### src/rtl/ffha_pkg.sv
// Package with the shared types, codes and sizes of the first-fit heap allocator.
`default_nettype none

package ffha_pkg;

   // Heap geometry: bytes, granules of one alignment unit, one granule of header.
   localparam int HEAP_BYTES    = 1024;
   localparam int ALIGN_BYTES   = 16;
   localparam int GRAN_BITS     = $clog2(ALIGN_BYTES);
   localparam int HEAP_GRANULES = HEAP_BYTES / ALIGN_BYTES;
   localparam int SEG_ADDR_BITS = $clog2(HEAP_GRANULES);
   localparam int PTR_BITS      = SEG_ADDR_BITS + 1;
   localparam int ADDR_BITS     = 10;
   localparam int REQ_BITS      = 10;

   // Command codes.
   localparam logic [1:0] CMD_ALLOC = 2'd0;
   localparam logic [1:0] CMD_FREE  = 2'd1;
   localparam logic [1:0] CMD_CLEAR = 2'd2;

   // Status codes.
   localparam logic [1:0] STATUS_OK       = 2'd0;
   localparam logic [1:0] STATUS_NO_FIT   = 2'd1;
   localparam logic [1:0] STATUS_BAD_ADDR = 2'd2;

   // One request as it enters the block.
   typedef struct packed {
      logic [1:0]          command;
      logic [REQ_BITS-1:0] request_bytes;
      logic [ADDR_BITS-1:0] free_address;
   } req_type;

   // One result as it leaves the block.
   typedef struct packed {
      logic [ADDR_BITS-1:0] data_address;
      logic [1:0]           status;
   } rsp_type;

   // A segment header: in-use flag and data size in granules.
   typedef struct packed {
      logic                     used;
      logic [SEG_ADDR_BITS-1:0] size;
   } seg_entry_type;

   // Outcome of evaluating one segment during a walk.
   typedef struct packed {
      logic                     hit;
      logic                     split;
      logic [SEG_ADDR_BITS-1:0] kept_size;
      logic [SEG_ADDR_BITS-1:0] rest;
      logic [PTR_BITS-1:0]      sum;
   } step_result_type;

   // Reset value of the first header: one free segment over the whole heap.
   localparam seg_entry_type RESET_HEAD = '{used: 1'b0,
                                            size: SEG_ADDR_BITS'(HEAP_GRANULES - 1)};

endpackage

`default_nettype wire

### src/rtl/ffha_seg_store.sv
// Segment header store: first header in flip-flops, the others in a memory.
`default_nettype none

module ffha_seg_store (
   input  wire logic                                   clock,
   input  wire logic                                   reset,
   input  wire logic                                   clear_en,
   input  wire logic [ffha_pkg::SEG_ADDR_BITS-1:0]     rd_addr,
   output ffha_pkg::seg_entry_type                     rd_entry,
   input  wire logic                                   wr_en,
   input  wire logic [ffha_pkg::SEG_ADDR_BITS-1:0]     wr_addr,
   input  wire ffha_pkg::seg_entry_type                wr_entry
);

   ffha_pkg::seg_entry_type head_ff;
   ffha_pkg::seg_entry_type rdata_ff;
   logic                    sel_head_ff;
   ffha_pkg::seg_entry_type mem [ffha_pkg::HEAP_GRANULES];

   // The header at granule zero always exists and has a reset value.
   always_ff @(posedge clock) begin
      if (reset || clear_en) begin
         head_ff <= ffha_pkg::RESET_HEAD;
      end else if (wr_en && (wr_addr == '0)) begin
         head_ff <= wr_entry;
      end
   end

   // Headers further up are only ever reached after they have been written.
   always_ff @(posedge clock) begin
      if (wr_en && (wr_addr != '0)) begin
         mem[wr_addr] <= wr_entry;
      end
   end

   // Registered read; the flag remembers whether the head was addressed.
   always_ff @(posedge clock) begin
      rdata_ff    <= mem[rd_addr];
      sel_head_ff <= (rd_addr == '0);
   end

   assign rd_entry = sel_head_ff ? head_ff : rdata_ff;

endmodule

`default_nettype wire

### src/rtl/ffha_step_unit.sv
// Shared step unit: fit, split and address match for one segment, plus the walk adder.
`default_nettype none

module ffha_step_unit (
   input  wire ffha_pkg::seg_entry_type           entry,
   input  wire logic [ffha_pkg::PTR_BITS-1:0]     ptr,
   input  wire logic                              is_alloc,
   input  wire logic [ffha_pkg::PTR_BITS-1:0]     padded,
   input  wire logic                              free_aligned,
   input  wire logic [ffha_pkg::SEG_ADDR_BITS-1:0] free_gran,
   output ffha_pkg::step_result_type              result
);

   localparam int PB = ffha_pkg::PTR_BITS;
   localparam int SB = ffha_pkg::SEG_ADDR_BITS;

   logic [PB-1:0] size_wide;
   logic [PB-1:0] addend;
   logic          fits;
   logic          addr_match;

   always_comb begin
      size_wide = {1'b0, entry.size};

      // An allocate fits a free segment at least as large as the padded request.
      fits = !entry.used && (size_wide >= padded);

      // A free matches when the data offset lands just behind this header.
      addr_match = free_aligned && ({1'b0, free_gran} == PB'(ptr + PB'(1)));

      result.hit = is_alloc ? fits : addr_match;

      // Split only when a header and one granule remain behind the grant.
      result.split = is_alloc && (size_wide >= PB'(padded + PB'(2)));

      result.kept_size = (is_alloc && result.split) ? padded[SB-1:0] : entry.size;
      result.rest      = SB'(entry.size - padded[SB-1:0] - SB'(1));

      // One adder serves both the walk to the next header and the split position.
      addend     = (is_alloc && fits) ? padded : size_wide;
      result.sum = PB'(ptr + PB'(1) + addend);
   end

endmodule

`default_nettype wire

### src/rtl/first_fit_heap_allocator_top.sv
// Top level of the first-fit heap allocator: sequencer, result register and checks.
`default_nettype none

// A request is taken when start is high and busy is low. Allocate and free walk the
// segment headers from the bottom of the heap; each header visited takes a registered
// read of the header memory and then an evaluation in the shared step unit, and a
// split adds a further state for the second header write. There are at most 32 headers
// at the default heap size. Clear, a null free and an unknown command answer in the
// cycle after they are taken. Each result is shown for exactly one cycle with rsp_valid
// high and must be captured then, since the receiver cannot stall the block; busy is
// already low in that cycle, so the next request may be started alongside it.
module first_fit_heap_allocator_top (
   input  wire logic          clock,
   input  wire logic          reset,
   input  wire logic          start,
   output logic               busy,
   input  wire ffha_pkg::req_type req_data,
   output logic               rsp_valid,
   output ffha_pkg::rsp_type  rsp_data
);

   localparam int PB = ffha_pkg::PTR_BITS;
   localparam int SB = ffha_pkg::SEG_ADDR_BITS;
   localparam int GB = ffha_pkg::GRAN_BITS;

   localparam logic [1:0] ST_IDLE  = 2'd0;
   localparam logic [1:0] ST_READ  = 2'd1;
   localparam logic [1:0] ST_EVAL  = 2'd2;
   localparam logic [1:0] ST_SPLIT = 2'd3;

   logic [1:0]                state_ff, state_in;
   logic [PB-1:0]             ptr_ff, ptr_in;
   logic                      is_alloc_ff, is_alloc_in;
   logic [PB-1:0]             padded_ff, padded_in;
   logic                      free_aligned_ff, free_aligned_in;
   logic [SB-1:0]             free_gran_ff, free_gran_in;
   logic [SB-1:0]             split_addr_ff, split_addr_in;
   logic [SB-1:0]             rest_ff, rest_in;
   logic                      rsp_valid_ff, rsp_valid_in;
   ffha_pkg::rsp_type         rsp_data_ff, rsp_data_in;

   logic                      clear_en;
   logic                      wr_en;
   logic [SB-1:0]             wr_addr;
   ffha_pkg::seg_entry_type   wr_entry;
   ffha_pkg::seg_entry_type   rd_entry;
   ffha_pkg::step_result_type step;
   logic [PB-1:0]             req_gran;
   logic [SB-1:0]             grant_gran;
   logic [ffha_pkg::ADDR_BITS-1:0] grant_address;

   ffha_seg_store u_store (
      .clock    (clock),
      .reset    (reset),
      .clear_en (clear_en),
      .rd_addr  (ptr_ff[SB-1:0]),
      .rd_entry (rd_entry),
      .wr_en    (wr_en),
      .wr_addr  (wr_addr),
      .wr_entry (wr_entry)
   );

   ffha_step_unit u_step (
      .entry        (rd_entry),
      .ptr          (ptr_ff),
      .is_alloc     (is_alloc_ff),
      .padded       (padded_ff),
      .free_aligned (free_aligned_ff),
      .free_gran    (free_gran_ff),
      .result       (step)
   );

   // Request size rounded up to whole granules, and never less than one.
   always_comb begin
      req_gran = PB'(req_data.request_bytes[ffha_pkg::REQ_BITS-1:GB])
               + PB'(|req_data.request_bytes[GB-1:0]);
      if (req_gran == '0) begin
         req_gran = PB'(1);
      end
   end

   // Data offset of the segment under the walk pointer.
   assign grant_gran    = SB'(ptr_ff[SB-1:0] + SB'(1));
   assign grant_address = {grant_gran, {GB{1'b0}}};

   // Sequencer: accept, walk the headers, write back, answer.
   always_comb begin
      state_in        = state_ff;
      ptr_in          = ptr_ff;
      is_alloc_in     = is_alloc_ff;
      padded_in       = padded_ff;
      free_aligned_in = free_aligned_ff;
      free_gran_in    = free_gran_ff;
      split_addr_in   = split_addr_ff;
      rest_in         = rest_ff;
      rsp_valid_in    = 1'b0;
      rsp_data_in     = rsp_data_ff;
      clear_en        = 1'b0;
      wr_en           = 1'b0;
      wr_addr         = ptr_ff[SB-1:0];
      wr_entry        = '{used: is_alloc_ff, size: step.kept_size};

      unique case (state_ff)
         ST_IDLE: begin
            if (start) begin
               is_alloc_in     = (req_data.command == ffha_pkg::CMD_ALLOC);
               padded_in       = req_gran;
               free_aligned_in = (req_data.free_address[GB-1:0] == '0);
               free_gran_in    = req_data.free_address[ffha_pkg::ADDR_BITS-1:GB];
               ptr_in          = '0;
               rsp_data_in     = '{data_address: '0, status: ffha_pkg::STATUS_OK};
               unique case (req_data.command)
                  ffha_pkg::CMD_ALLOC: begin
                     state_in = ST_READ;
                  end
                  ffha_pkg::CMD_FREE: begin
                     if (req_data.free_address == '0) begin
                        rsp_valid_in = 1'b1;
                     end else begin
                        state_in = ST_READ;
                     end
                  end
                  ffha_pkg::CMD_CLEAR: begin
                     clear_en     = 1'b1;
                     rsp_valid_in = 1'b1;
                  end
                  default: begin
                     rsp_valid_in = 1'b1;
                  end
               endcase
            end
         end
         ST_READ: begin
            state_in = ST_EVAL;
         end
         ST_EVAL: begin
            if (step.hit) begin
               wr_en = 1'b1;
               if (is_alloc_ff && step.split) begin
                  split_addr_in = step.sum[SB-1:0];
                  rest_in       = step.rest;
                  state_in      = ST_SPLIT;
               end else begin
                  rsp_valid_in = 1'b1;
                  rsp_data_in  = '{data_address: is_alloc_ff ? grant_address : '0,
                                   status: ffha_pkg::STATUS_OK};
                  state_in     = ST_IDLE;
               end
            end else if (step.sum == PB'(ffha_pkg::HEAP_GRANULES)) begin
               // Walked past the last segment without success.
               rsp_valid_in = 1'b1;
               rsp_data_in  = '{data_address: '0,
                                status: is_alloc_ff ? ffha_pkg::STATUS_NO_FIT
                                                    : ffha_pkg::STATUS_BAD_ADDR};
               state_in     = ST_IDLE;
            end else begin
               ptr_in   = step.sum;
               state_in = ST_READ;
            end
         end
         ST_SPLIT: begin
            // The remainder becomes a free segment right behind the grant.
            wr_en        = 1'b1;
            wr_addr      = split_addr_ff;
            wr_entry     = '{used: 1'b0, size: rest_ff};
            rsp_valid_in = 1'b1;
            rsp_data_in  = '{data_address: grant_address, status: ffha_pkg::STATUS_OK};
            state_in     = ST_IDLE;
         end
         default: begin
            state_in = ST_IDLE;
         end
      endcase
   end

   // Control registers.
   always_ff @(posedge clock) begin
      if (reset) begin
         state_ff     <= ST_IDLE;
         rsp_valid_ff <= 1'b0;
      end else begin
         state_ff     <= state_in;
         rsp_valid_ff <= rsp_valid_in;
      end
   end

   // Payload registers.
   always_ff @(posedge clock) begin
      ptr_ff          <= ptr_in;
      is_alloc_ff     <= is_alloc_in;
      padded_ff       <= padded_in;
      free_aligned_ff <= free_aligned_in;
      free_gran_ff    <= free_gran_in;
      split_addr_ff   <= split_addr_in;
      rest_ff         <= rest_in;
      rsp_data_ff     <= rsp_data_in;
   end

   assign busy      = (state_ff != ST_IDLE);
   assign rsp_valid = rsp_valid_ff;
   assign rsp_data  = rsp_data_ff;

`ifndef SYNTHESIS
   // A result is only given once the sequencer has returned to idle.
   assert property (@(posedge clock) disable iff (reset) rsp_valid |-> !busy)
      else $error("result strobe while busy");

   // An allocate always walks at least one header.
   assert property (@(posedge clock) disable iff (reset)
      (start && !busy && (req_data.command == ffha_pkg::CMD_ALLOC)) |=> busy)
      else $error("allocate answered without a walk");

   // The cycle that writes a split remainder is followed by the grant.
   assert property (@(posedge clock) disable iff (reset)
      (state_ff == ST_SPLIT) |=> (rsp_valid && (rsp_data.status == ffha_pkg::STATUS_OK)))
      else $error("split not followed by a grant");

   // Clear answers in the next cycle.
   assert property (@(posedge clock) disable iff (reset)
      (start && !busy && (req_data.command == ffha_pkg::CMD_CLEAR)) |=> rsp_valid)
      else $error("clear not answered at once");
`endif

endmodule

`default_nettype wire
### config.mk
export PLATFORM = sky130hd
export DESIGN_NAME = first_fit_heap_allocator_top
export DESIGN_NICKNAME = d
export VERILOG_FILES = /design/src/rtl/ffha_pkg.sv /design/src/rtl/ffha_seg_store.sv /design/src/rtl/ffha_step_unit.sv /design/src/rtl/first_fit_heap_allocator_top.sv
export SDC_FILE = /design/constraint.sdc
export NUM_CORES = 1
export LEC_CHECK = 0
export BUFFER_PORTS_ARGS = -buffer_cell sky130_fd_sc_hd__buf_2
export CAP_MARGIN = 30
export CORE_MARGIN = 2
export CORE_UTILIZATION = 45
export DETAILED_ROUTE_END_ITERATION = 8
export PLACE_DENSITY = 0.7
export SETUP_SLACK_MARGIN = 0.3
export SKIP_CTS_REPAIR_TIMING = 1
export SYNTH_ARGS = -nofsm -noshare
export SYNTH_HDL_FRONTEND = slang
export SYNTH_HIERARCHICAL = 1
export SYNTH_SLANG_ARGS = --single-unit
### constraint.sdc
create_clock -name clock -period 7.8 [get_ports clock]
set_input_delay 1.56 -clock clock [delete_from_list [all_inputs] [get_ports clock]]
set_output_delay 1.56 -clock clock [all_outputs]
set_load 0.02 [all_outputs]
Word level (Yosys, flattened, before mapping)
Memories as Yosys holds them, arrays and structs flattened. A register that Yosys moved wholly into a read port is not among the register bits.
Index checks and enable logic that the tools add are counted.
- add/sub/neg operators: 7
- mux-type cells: 38
- $lt $le $gt $ge: 2
- reductions and logical operators: 26
- equal/unequal tests: 14
- operator list (cell ; number):
    12-bit 2-to-1 mux ; 4
    7-bit 2-to-1 mux ; 6
    12-bit one-hot mux with 3 select lines ; 1
    6-bit by 7-bit greater-or-equal comparator with 1-bit output ; 2
    7-bit one-hot mux with 2 select lines ; 1
    1-bit 2-to-1 mux ; 13
    6-bit zero test ; 2
    6-bit 2-to-1 mux ; 2
    10-bit zero test ; 1
    10-bit 2-to-1 mux ; 1
    2-bit 2-to-1 mux ; 5
    3-bit != test, second input constant ; 3
    2-bit one-hot mux with 4 select lines ; 1
    4-bit AND reduction ; 2
    6-bit by 1-bit adder with 7-bit output ; 1
    7-bit by 1-bit adder with 7-bit output, second input constant ; 1
    7-bit by 2-bit adder with 7-bit output, second input constant ; 1
    7-bit adder ; 1
    6-bit by 7-bit equality test with 1-bit output ; 1
    7-bit equality test, second input constant ; 1
    1-bit logical AND ; 7
    7-bit zero test ; 1
    6-bit by 1-bit adder with 6-bit output, second input constant ; 1
    2-bit equality test, second input constant ; 3
    other kinds (18) ; 25
- RAM bits: 448
- logic and storage cells: 102
- register bits: 57
- input bits: 25
- memories kept: 1
- output and inout bits: 14
- memories (memory ; words ; bits a word ; rd ports ; clocked after memory_dff ; write ports ; line ; RTL):
    u_store.mem ; 64 ; 7 ; 1 ; 1 ; 1 ; ffha_seg_store.sv:18 ; ffha_pkg::seg_entry_type mem [ffha_pkg::HEAP_GRANULES];

Depth between registers and ports, before layout
Gate-level depths: netlist of run 1.
- word-level depth: 10
- depth in mapped cells: 23
- mapped depth without buffers: 22

By module
Netlist of run 1, hierarchy kept.
- by module, submodules not included (module ; cells each ; seq. area each (um^2) ; area an instance (um^2) ; times used):
    ffha_seg_store ; 872 ; 13753.2 ; 18208.7 ; 1
    first_fit_heap_allocator_top ; 141 ; 1321.3 ; 1958.1 ; 1
    ffha_step_unit ; 120 ; 0.0 ; 979.7 ; 1

Worst setup path before layout of run 1
Ideal clock, no wire load.
- kind: register to register
- start: register u_store.sel_head_ff
- end: register rsp_data_ff (netlist bit rsp_data[0]), enable pin
- arrival time: 4.611 ns
- clock period less this slack: 4.995 ns
- cell stages (with the launch flop): 24
- buffers on the path: 1
- setup slack: 2.805 ns
- library setup time: 0.384 ns
- path through: dfxtp_1 -> clkbuf_1 -> mux2_2 -> inv_1 -> ha_1 -> nand2b_1 -> a21o_1 -> a21oi_1 -> o21ai_1 -> o211ai_2 -> mux2i_1 -> ha_1 -> inv_1 -> fa_1 -> inv_1 -> a21oi_1 -> o21bai_1 -> a21o_1 -> a21oi_1 -> xnor2_1 -> nor4b_1 -> a21o_1 -> a21oi_1 -> o21ai_0
- RTL lines (element ; line ; RTL):
    start, declared ; ffha_seg_store.sv:17 ; logic sel_head_ff;
    start signal, assigned ; ffha_seg_store.sv:39 ; sel_head_ff <= (rd_addr == '0);
    end signal, assigned ; first_fit_heap_allocator_top.sv:196 ; rsp_data_ff <= rsp_data_in;
    end, declared ; first_fit_heap_allocator_top.sv:40 ; ffha_pkg::rsp_type rsp_data_ff, rsp_data_in;

==> key figures, run 1 <==
Run status
  • Outcome: finished, final reports clean

Clock tree
  • Deepest level of the CTS H-tree: 2
  • Worst-Skew Late Latency: 0.56 ns
  • Clock-pin slew on the worst setup and hold paths: 0.06 ns
  • CTS Root Cell: sky130_fd_sc_hd__clkbuf_16
  • Max Root-Sink Buffers: 3
  • Clock tree from TritonCTS: built
  • TritonCTS sink count: 508
  • Clock buffers created by TritonCTS: 49

Synth
  • Commonest register cell after synthesis: sky130_fd_sc_hd__edfxtp_1
  • Share of Yosys cell area claimed by the top area cell type: 69.6%
  • Synthesized cell area: 0.0211 mm²
  • Adder-Cell Fraction of Synth Area: 1.55%
  • Avg Inst Size Synth: 18.7 µm²
  • Number of flops mapped to enable cells by yosys: 490
  • Synthesis warning total: 6
  • Most frequent cell after synthesis: sky130_fd_sc_hd__edfxtp_1
  • Number of distinct library cell variants in the gate-level netlist after synthesis: 61
  • Share of synthesized flip-flops with an asynchronous set or reset: 0%
  • Biggest area consumer among synthesized cells: sky130_fd_sc_hd__edfxtp_1
  • Number of standard cells after synthesis: 1133
  • Multiplexer share of the synthesized area: 14.8%
  • Synthesized-area fraction occupied by ao, oa, aoi and oai cells: 3.76%
  • Dominant combinational cell family by area after synthesis: multiplexers
  • Sequential element share of the synthesized area: 71.3%
  • Flops & latches, synth: 508
  • Top cells by count, synth: sky130_fd_sc_hd__edfxtp_1, sky130_fd_sc_hd__nor2_1, sky130_fd_sc_hd__mux4_2
  • Xor and xnor area share after synthesis: 1.28%
  • Synth area leaders: sky130_fd_sc_hd__edfxtp_1, sky130_fd_sc_hd__mux4_2, sky130_fd_sc_hd__mux2i_1, sky130_fd_sc_hd__mux2_2, sky130_fd_sc_hd__dfxtp_1
  • Post-synthesis simple-gate area fraction: 5.02%

Critical path
  • Reg2Reg Launch Point: u_store/sel_head_ff
  • R2R Setup Slk: 2.67 ns
  • CP Data Required Time: 8.05 ns
  • Critical path fanouts, max: 8
  • Critical path capture point type: register
  • Arrival time of the worst setup path: 5.39 ns
  • Worst R2R Path Depth: 23
  • CP Launch Type: register
  • Worst setup path category: register to register
  • End of the worst register-to-register path: rsp_data[11]

Worst hold path
  • HP Start: u_store/head_ff[2]
  • Class of the tightest hold or removal check: register to register
  • Worst Hold Path EP: u_store/head_ff[2]
  • Worst hold path cell count: 2

Global routing
  • Pin count of the biggest net entering global routing: 124
  • Combined global-route utilization of all metal layers: 18.4%
  • Number of global-route vias before repair: 10.5k
  • First-pass GRT wire length: 66700 µm
  • Number of antenna violations at the first check in global routing: 0
  • Remaining Overflow, GRT: 0

STA
  • Unrepaired setup endpoints after global routing: false
  • Worst clock skew: 0.0144 ns
  • Worst rel slew slack: 28.3%
  • Final count of negative-setup-slack endpoints: 0
  • Setup Total Neg Slack: 0 ns
  • Maximum operating frequency: 0.195 GHz
  • Final Cycle Share: 65.8%
  • Max-slew violations: 0
  • Final hold violation count: 0
  • Final min period: 5.13 ns
  • Hold WS: 0.467 ns
  • Worst slew pin tran: 1.05 ns

Flow run
  • Max-cap violations: 0

Floorplanning
  • DIE HEIGHT: 221 µm
  • Initial standard-cell utilization of the core: 45.5%
  • CORE AREA: 0.0465 mm²
  • Placement row count: 79
  • Total die area: 0.0487 mm²
  • Count of pins on the block boundary: 39
  • Die X: 221 µm

Cells and area
  • Number of nets at the end of the flow: 1239
  • Non-filler cells in the finished layout: 1833
  • Share of final-layout standard cells stronger than drive strength 1: 20.6%
  • Area growth from synthesis to layout: 10.7%
  • Antenna cells: 0

Route
  • Number of nets with antenna violations after routing: 0
  • DRC Markers: 0
  • Vias: 10.7k
  • Vias per inst: 5.85
  • Average detailed-routed wire length per instance: 24.0 µm
  • TritonRoute pass-1 iters: 5
  • Total length of routed wires: 44000 µm
  • DRC violation total after the first TritonRoute iteration: 1173

Pwr
  • Worst vdd rail ir drop: 0.000197 V
  • Share of power burned in the clock network: 36.1%
  • Areal power density over the cells: 273 mW/mm²
  • Share of total power in sequential cells: 50.7%
  • Gate power share: 13.2%
  • Static leakage power: 7.62 nW
  • Sw Share: 23.9%
  • Switching pwr: 1.53 mW
  • Internal power: 4.86 mW

Place
  • Cell count after placement: 1744
  • Sum of net half-perimeters after detailed placement: 26500 µm
  • Input/output buffers: 34
  • Final weighted congestion in routability-driven placement: 0.843
per-layer routing:
| layer | up-vias | share of wire [%] | wire length, µm | GRT usage, % |
|---|---|---|---|---|
| li1 | 4679 | - | - | - |
| met1 | 5565 | 42 | 18500 | 26.3 |
| met2 | 405 | 49 | 21700 | 30.3 |
| met3 | 75 | 6.6 | 2920 | 2.60 |
| met4 | 0 | 2.1 | 926 | 4.29 |
| met5 | - | 0 | 0 | 0 |
worst max-delay path by stage:
stage | end | startpoint | cells after the start | slack, ns
6_report | rsp_data[11] | u_store/sel_head_ff | 23 | 2.67
3_3_place_gp | rsp_data[7] | u_store/sel_head_ff | 22 | 2.44
4_1_cts | rsp_data[11] | u_store/sel_head_ff | 22 | 2.25
5_1_grt | rsp_data[11] | u_store/sel_head_ff | 23 | 2.18
2_1_floorplan | rsp_data[0] | u_store/sel_head_ff | 23 | 2.80
3_5_place_dp | rsp_data[10] | u_store/sel_head_ff | 22 | 2.26
registers in the layout, summed over array words and instances (netlist names), 7 cells and up:
register and count:
u_store/head_ff 7, ptr_ff 7, u_store/mem 448, u_store/rdata_ff 7, rsp_data 8, padded_ff 7
kinds of logic (layout without fill, tap and decap cells):
family,after synthesis,after routing
multiplexers,181,181
AND/OR/NAND/NOR,212,212
other,2,11
AO/OA/AOI/OAI,97,97
buffers and inverters,77,161
adder cells (fa/ha/maj),25,25
XOR/XNOR,31,31
flip-flops,508,508
cells in the final DEF, fill, tap and decap left out, drive strengths merged, types with 10 or more instances in the layout:
cell,instances
and2,10
nor2,91
nand3,18
clkinv,17
mux2,36
conb,11
a22o,14
mux2i,48
edfxtp,490
o22ai,10
a21oi,15
buf,50
nand2,20
xnor2,19
nor3,12
dfxtp,18
clkbuf,65
o221ai,12
a221oi,12
ha,23
inv,24
xor2,12
mux4,97
critical path: stages (launching register included):
cell	delay, ns
sky130_fd_sc_hd__dfxtp_1	0.50
sky130_fd_sc_hd__mux2_2	0.39
sky130_fd_sc_hd__inv_1	0.10
sky130_fd_sc_hd__ha_1	0.25
sky130_fd_sc_hd__nand2b_1	0.17
sky130_fd_sc_hd__a21o_1	0.19
sky130_fd_sc_hd__a21oi_1	0.14
sky130_fd_sc_hd__o21ai_1	0.10
sky130_fd_sc_hd__o211ai_2	0.22
sky130_fd_sc_hd__mux2i_1	0.26
sky130_fd_sc_hd__ha_1	0.19
sky130_fd_sc_hd__inv_1	0.06
sky130_fd_sc_hd__fa_1	0.46
sky130_fd_sc_hd__inv_1	0.07
sky130_fd_sc_hd__a21oi_1	0.06
sky130_fd_sc_hd__o21bai_1	0.20
sky130_fd_sc_hd__a21o_1	0.15
sky130_fd_sc_hd__a21oi_1	0.07
sky130_fd_sc_hd__xnor2_1	0.15
sky130_fd_sc_hd__nor4b_1	0.36
sky130_fd_sc_hd__a21o_1	0.20
sky130_fd_sc_hd__a21oi_1	0.08
sky130_fd_sc_hd__o21ai_0	0.22
sky130_fd_sc_hd__buf_2	0.24
power by group through the flow:
stage	logic [mW]	registers [mW]	clock network (mW)
global route	0.911	3.25	2.46
finish	0.841	3.24	2.31
global placement	0.818	3.30	0
CTS	0.840	3.24	2.35
floorplan	0.565	3.30	0
detailed placement	0.838	3.30	0
final cells by class:
cell class              count  area, µm²
inverters                  23       86.3
clock buffers              65       1330
flip-flops and latches    508      15100
fillers                  3725      23100
repair buffers             50        300
multi-input cells         557       5620
well taps                 607        759
clock inverters            23        233
per-stage QoR:
stage / total power, mW / util, % / worst slack (ns) / cell area, µm²
2_1_floorplan: 3.86 / - / 2.80 / 21200
3_3_place_gp: 4.12 / 47.0 / 2.44 / 21800
3_5_place_dp: 4.14 / 47.0 / 2.26 / 21800
4_1_cts: 6.43 / 50.4 / 2.25 / 23400
5_1_grt: 6.62 / 50.4 / 2.18 / 23400
6_report: 6.39 / 50.4 / 2.67 / 23400
Note: power is estimated with default switching activity, not from simulation.
==> run 2, diff against run 1 <==
==> constraint.sdc (replaced) <==
create_clock -name clock -period 5.08 [get_ports clock]
set_input_delay 1.016 -clock clock [delete_from_list [all_inputs] [get_ports clock]]
set_output_delay 1.016 -clock clock [all_outputs]
set_load 0.02 [all_outputs]
==> key figures, run 2 (synthesized netlist as in run 1, its figures left out) <==
Critical path
  • List of cells traversed by the critical path: mux2_4, inv_2, ha_1, nand2b_4, a21o_1, a21oi_1, o21ai_1, o211ai_2, buf_4, mux2_2, ha_1, a21o_1, a21oi_2, o21bai_1, a21oi_1, xnor2_1, nor4b_4, a21o_1, a21oi_1, o21ai_1, buf_4
  • Critical path capture point type: register
  • CP Data Required Time: 5.36 ns
  • Buffers & Inverters on Critical Path: 3
  • CP delay by family, top: compound AO/OA/AOI/OAI gates
  • Max stage delay cell, worst path: sky130_fd_sc_hd__dfxtp_4
  • Worst path max stage delay: 0.38 ns
  • Arrival time of the worst setup path: 4.76 ns
  • Critical path fanouts, max: 8
  • CP Launch Type: register
  • Worst setup path category: register to register

Floorplanning
  • Total die area: 0.0487 mm²
  • DIE HEIGHT: 221 µm
  • Count of pins on the block boundary: 39
  • Placement row count: 79
  • CORE AREA: 0.0465 mm²
  • Die X: 221 µm
  • Initial standard-cell utilization of the core: 45.5%

Pwr
  • Worst vdd rail ir drop: 0.000243 V
  • Share of power burned in the clock network: 35.6%
  • Switching pwr: 2.41 mW
  • Total power: 9.83 mW
  • Gate power share: 13.8%
  • Sw Share: 24.5%
  • Internal power: 7.42 mW
  • Static leakage power: 7.87 nW
  • Share of total power in sequential cells: 50.6%
  • Areal power density over the cells: 413 mW/mm²

Route
  • Total length of routed wires: 44400 µm
  • TritonRoute pass-1 iters: 6
  • DRC Markers: 0
  • Vias per inst: 5.79
  • Number of nets with antenna violations after routing: 0
  • Vias: 10.9k
  • DRC violation total after the first TritonRoute iteration: 1201
  • Average detailed-routed wire length per instance: 23.6 µm

STA
  • Hold WS: 0.474 ns
  • Setup Total Neg Slack: 0 ns
  • Final Cycle Share: 88.2%
  • Worst rel slew slack: 35.7%
  • Final count of negative-setup-slack endpoints: 0
  • Worst slew pin tran: 0.941 ns
  • Max-slew violations: 0
  • Unrepaired setup endpoints after global routing: true
  • Worst clock skew: 0.0266 ns
  • Maximum operating frequency: 0.223 GHz
  • Final hold violation count: 0
  • Final min period: 4.48 ns

Cells and area
  • Leading cell type in the layout, fill and taps excluded: sky130_fd_sc_hd__edfxtp_1
  • Non-filler cells in the finished layout: 1881
  • Register containing the most flip-flops in the final layout: u_store/mem
  • Number of nets at the end of the flow: 1286
  • Area growth from synthesis to layout: 12.6%
  • Number of inserted filler cells in the final layout: 3688
  • Post-layout utilization of the core: 51.3%
  • Top library cells by usage in the layout, fill and taps aside: sky130_fd_sc_hd__edfxtp_1, sky130_fd_sc_hd__nor2_1, sky130_fd_sc_hd__mux4_2
  • Largest register FFs: 448
  • Share of final-layout standard cells stronger than drive strength 1: 24.7%
  • Antenna cells: 0

Clock tree
  • Clock buffers created by TritonCTS: 49
  • Clock-pin slew on the worst setup and hold paths: 0.06 ns
  • Deepest level of the CTS H-tree: 2
  • Max Root-Sink Buffers: 3
  • TritonCTS sink count: 508
  • Worst-Skew Late Latency: 0.57 ns
  • CTS Root Cell: sky130_fd_sc_hd__clkbuf_16
  • Clock tree from TritonCTS: built

Place
  • Input/output buffers: 34
  • Cell count after placement: 1790
  • Sum of net half-perimeters after detailed placement: 27600 µm
  • Final weighted congestion in routability-driven placement: 0.852

Global routing
  • Remaining Overflow, GRT: 0
  • Combined global-route utilization of all metal layers: 18.6%
  • Number of global-route vias before repair: 10.8k
  • First-pass GRT wire length: 67000 µm
  • Pin count of the biggest net entering global routing: 122
  • Number of antenna violations at the first check in global routing: 0

Run status
  • Outcome: finished, final reports clean

Worst hold path
  • Class of the tightest hold or removal check: register to register

Flow run
  • Max-cap violations: 0
run 2: changes by cell type in the layout (fill, tap and decap cells not counted), sizes merged:
cell	before	now
buf	50	97
bufinv	5	4
clkbuf	65	63
clkinv	17	19
clkinvlp	0	2
run 2: power by group through the flow:
stage	combinational, mW	clock [mW]	sequential (mW)
3_5_place_dp	1.31	0	5.07
2_1_floorplan	0.867	0	5.06
4_1_cts	1.31	3.57	4.98
5_1_grt	1.47	3.72	4.98
6_report	1.36	3.50	4.97
3_3_place_gp	1.28	0	5.06
run 2: path summary, 6_finish.rpt:
kind                   endpoint  depth (start not counted)  slack, ns                start
max                rsp_data[11]                         21       0.60  u_store/sel_head_ff
min          u_store/head_ff[1]                          2       0.47   u_store/head_ff[1]
max reg2reg        rsp_data[11]                         21       0.60  u_store/sel_head_ff
min reg2reg  u_store/head_ff[1]                          2       0.47   u_store/head_ff[1]
run 2: per-stage QoR:
step / area [µm²] / worst slack (ns)
4_1_cts: 23700 / 0.225
3_5_place_dp: 22200 / 0.255
6_report: 23800 / 0.598
5_1_grt: 23800 / 0.264
2_1_floorplan: 21200 / 0.302
3_3_place_gp: 22200 / 0.373
run 2: cell type report:
cell class              count  area [µm²]  area share [%]
multi-input cells         557        5670            23.8
well taps                 607         759            3.19
inverters                  23        86.3           0.363
clock inverters            26         245            1.03
repair buffers             97         668            2.81
clock buffers              63        1300            5.46
flip-flops and latches    508       15100            63.3
run 2: worst register-to-register path, delay by kind of cell, from the launching register on:
kind	cells	cell delay, ns
adders and majority gates	2	0.51
AOI/OAI and AO/OA	11	1.58
buffers and inverters	3	0.44
xor gates and xnor gates	1	0.16
DFF	1	0.38
and+or+nand+nor	2	0.48
muxes	2	0.65
run 2: metal layers:
metal | track usage, % | vias up | part of all wire [%]
li1 | - | 4785 | -
met5 | 0 | - | 0
met4 | 5.04 | 0 | 2.1
met3 | 2.97 | 61 | 6.2
met1 | 26.2 | 5695 | 42
met2 | 30.3 | 349 | 49
==> run 3, diff against run 2 <==
--- a/config.mk
+++ b/config.mk
@@ -15,5 +15,4 @@
 export SKIP_CTS_REPAIR_TIMING = 1
 export SYNTH_ARGS = -nofsm -noshare
 export SYNTH_HDL_FRONTEND = slang
-export SYNTH_HIERARCHICAL = 1
 export SYNTH_SLANG_ARGS = --single-unit
==> key figures, run 3 <==
Run status
  • Outcome: finished, final reports clean

Critical path
  • Reg2Reg Launch Point: u_store.sel_head_ff
  • CP delay by family, top: compound AO/OA/AOI/OAI gates
  • List of cells traversed by the critical path: mux2_2, ha_1, a21o_1, a21oi_1, o21ai_2, and2_4, buf_4, a21oi_4, inv_1, fa_1, inv_1, or3_1, or3_1, or3_4, o211ai_1, a21boi_4
  • Critical path capture point type: register
  • R2R Setup Slk: 0.43 ns
  • Worst setup path category: register to register
  • Arrival time of the worst setup path: 4.89 ns
  • CP Data Required Time: 5.33 ns
  • CP Launch Type: register
  • Critical path fanouts, max: 9
  • Buffers & Inverters on Critical Path: 3
  • Max stage delay cell, worst path: sky130_fd_sc_hd__fa_1
  • Worst path max stage delay: 0.57 ns
  • End of the worst register-to-register path: rsp_data[1]
  • Worst R2R Path Depth: 16
  • Critical Path Start: u_store.sel_head_ff

Route
  • TritonRoute pass-1 iters: 5
  • Number of nets with antenna violations after routing: 0
  • Vias: 10.3k
  • Average detailed-routed wire length per instance: 24.6 µm
  • DRC violation total after the first TritonRoute iteration: 999
  • Total length of routed wires: 43600 µm
  • Vias per inst: 5.80
  • DRC Markers: 0

Global routing
  • Number of global-route vias before repair: 10.3k
  • Combined global-route utilization of all metal layers: 18.5%
  • Number of antenna violations at the first check in global routing: 1
  • First-pass GRT wire length: 65000 µm
  • Remaining Overflow, GRT: 0
  • Pin count of the biggest net entering global routing: 55

Worst hold path
  • HP Start: u_store.head_ff[3]
  • Worst Hold Path EP: u_store.head_ff[3]
  • Class of the tightest hold or removal check: register to register
  • Worst hold path cell count: 1

STA
  • Maximum operating frequency: 0.215 GHz
  • Worst rel slew slack: 41.2%
  • Unrepaired setup endpoints after global routing: false
  • Max-slew violations: 0
  • Hold WS: 0.488 ns
  • Final count of negative-setup-slack endpoints: 0
  • Final min period: 4.65 ns
  • Final hold violation count: 0
  • Worst clock skew: 0.0267 ns
  • Final Cycle Share: 91.5%
  • Worst slew pin tran: 0.882 ns

Floorplanning
  • Die X: 219 µm
  • Total die area: 0.0480 mm²
  • DIE HEIGHT: 219 µm
  • Placement row count: 78
  • Count of pins on the block boundary: 39
  • CORE AREA: 0.0455 mm²
  • Initial standard-cell utilization of the core: 45.8%

Synth
  • Number of standard cells after synthesis: 1062
  • Synthesis warning total: 0
  • Flops & latches, synth: 508
  • Most frequent cell after synthesis: sky130_fd_sc_hd__edfxtp_1
  • Number of distinct library cell variants in the gate-level netlist after synthesis: 53
  • Synthesized cell area: 0.0208 mm²
  • Top cells by count, synth: sky130_fd_sc_hd__edfxtp_1, sky130_fd_sc_hd__mux4_2, sky130_fd_sc_hd__nor2_1
  • Number of flops mapped to enable cells by yosys: 490
  • Synth area leaders: sky130_fd_sc_hd__edfxtp_1, sky130_fd_sc_hd__mux4_2, sky130_fd_sc_hd__dfxtp_1, sky130_fd_sc_hd__nor2_1, sky130_fd_sc_hd__ha_1
  • Share of synthesized flip-flops with an asynchronous set or reset: 0%
  • Share of Yosys cell area claimed by the top area cell type: 70.7%
  • Avg Inst Size Synth: 19.6 µm²
  • Commonest register cell after synthesis: sky130_fd_sc_hd__edfxtp_1
  • Sequential element share of the synthesized area: 72.4%
  • Biggest area consumer among synthesized cells: sky130_fd_sc_hd__edfxtp_1

Pwr
  • Static leakage power: 7.53 nW
  • Worst vdd rail ir drop: 0.000336 V
  • Areal power density over the cells: 426 mW/mm²

Clock tree
  • Worst-Skew Late Latency: 0.57 ns
  • Max Root-Sink Buffers: 3
  • Clock tree from TritonCTS: built
  • CTS Root Cell: sky130_fd_sc_hd__clkbuf_16
  • TritonCTS sink count: 508
  • Deepest level of the CTS H-tree: 2
  • Clock-pin slew on the worst setup and hold paths: 0.06 ns
  • Clock buffers created by TritonCTS: 48

Place
  • Sum of net half-perimeters after detailed placement: 28000 µm
  • Cell area after placement: 0.0218 mm²
  • Input/output buffers: 34
  • Final weighted congestion in routability-driven placement: 0.813

Cells and area
  • Top library cells by usage in the layout, fill and taps aside: sky130_fd_sc_hd__edfxtp_1, sky130_fd_sc_hd__mux4_2, sky130_fd_sc_hd__nor2_1
  • Register containing the most flip-flops in the final layout: u_store.mem
  • Leading cell type in the layout, fill and taps excluded: sky130_fd_sc_hd__edfxtp_1
  • Largest register FFs: 448
  • Area growth from synthesis to layout: 12.6%
  • Number of nets at the end of the flow: 1181
  • Number of inserted filler cells in the final layout: 3596
  • Post-layout instance area: 0.0234 mm²
  • Share of final-layout standard cells stronger than drive strength 1: 26.8%

Flow run
  • Max-cap violations: 0
## run 3: cells by family after synthesis
logic type / count (synthesis) / share of synthesized area [%]
mux: 169 / 16.9
xor+xnor: 27 / 1.20
fa+ha+maj: 25 / 1.57
compound gates: 66 / 2.09
other cells: 1 / 0.0180
flops: 508 / 72.4
buf+inv: 78 / 1.63
simple gates: 188 / 4.15
## run 3: worst max-delay path by stage
stage,cells after the start,slack (ns),to
floorplan,19,0.37,rsp_data[0]
global placement,16,0.17,rsp_data[9]
detailed placement,17,0.02,rsp_data[10]
CTS,17,-0.01,rsp_data[10]
global route,16,0.25,rsp_data[1]
finish,16,0.43,rsp_data[1]
## run 3: per-layer routing
layer  vias up  track usage [%]  wire [µm]
met5         -                0          0
met3        76             3.47       2940
met1      5357             25.5      17800
met2       398             29.9      21700
met4         0             6.22       1170
li1       4430                -          -
## run 3: final cells by class
cell class	instances	area (µm²)	area share [%]
Timing Repair Buffer	58	425	1.81
Antenna cell	1	2.50	0.0107
Tap cell	600	751	3.20
Sequential cell	508	15100	64.3
Inverter	29	109	0.464
Clock buffer	62	1340	5.70
Multi-Input combinational cell	486	5570	23.8
Clock inverter	26	171	0.731
## run 3: power by group
group	switching (mW)	internal [mW]	leakage [nW]
registers	0.0338	4.99	4.58
logic	0.950	0.567	2.20
clock network	1.48	1.96	0.744
## run 3: stage by stage
step / TNS [ns] / power, mW / worst slack (ns) / utilization, % / cells
finish: 0 / 9.98 / 0.432 / 51.6 / 1770
global route: 0 / 10.3 / 0.249 / 51.6 / 1769
CTS: -0.111 / 9.97 / -0.0141 / 51.2 / 1766
detailed placement: 0 / 6.56 / 0.0219 / 47.9 / 1678
global placement: 0 / 6.46 / 0.174 / 47.6 / 1672
floorplan: 0 / 6.02 / 0.365 / - / 1072
## run 3: worst reg2reg max path, cell delays in order (launching register included)
cell,delay (ns)
sky130_fd_sc_hd__dfxtp_4,0.40
sky130_fd_sc_hd__mux2_2,0.39
sky130_fd_sc_hd__ha_1,0.22
sky130_fd_sc_hd__a21o_1,0.18
sky130_fd_sc_hd__a21oi_1,0.19
sky130_fd_sc_hd__o21ai_2,0.11
sky130_fd_sc_hd__and2_4,0.19
sky130_fd_sc_hd__buf_4,0.17
sky130_fd_sc_hd__a21oi_4,0.17
sky130_fd_sc_hd__inv_1,0.08
sky130_fd_sc_hd__fa_1,0.57
sky130_fd_sc_hd__inv_1,0.06
sky130_fd_sc_hd__or3_1,0.37
sky130_fd_sc_hd__or3_1,0.32
sky130_fd_sc_hd__or3_4,0.34
sky130_fd_sc_hd__o211ai_1,0.23
sky130_fd_sc_hd__a21boi_4,0.35
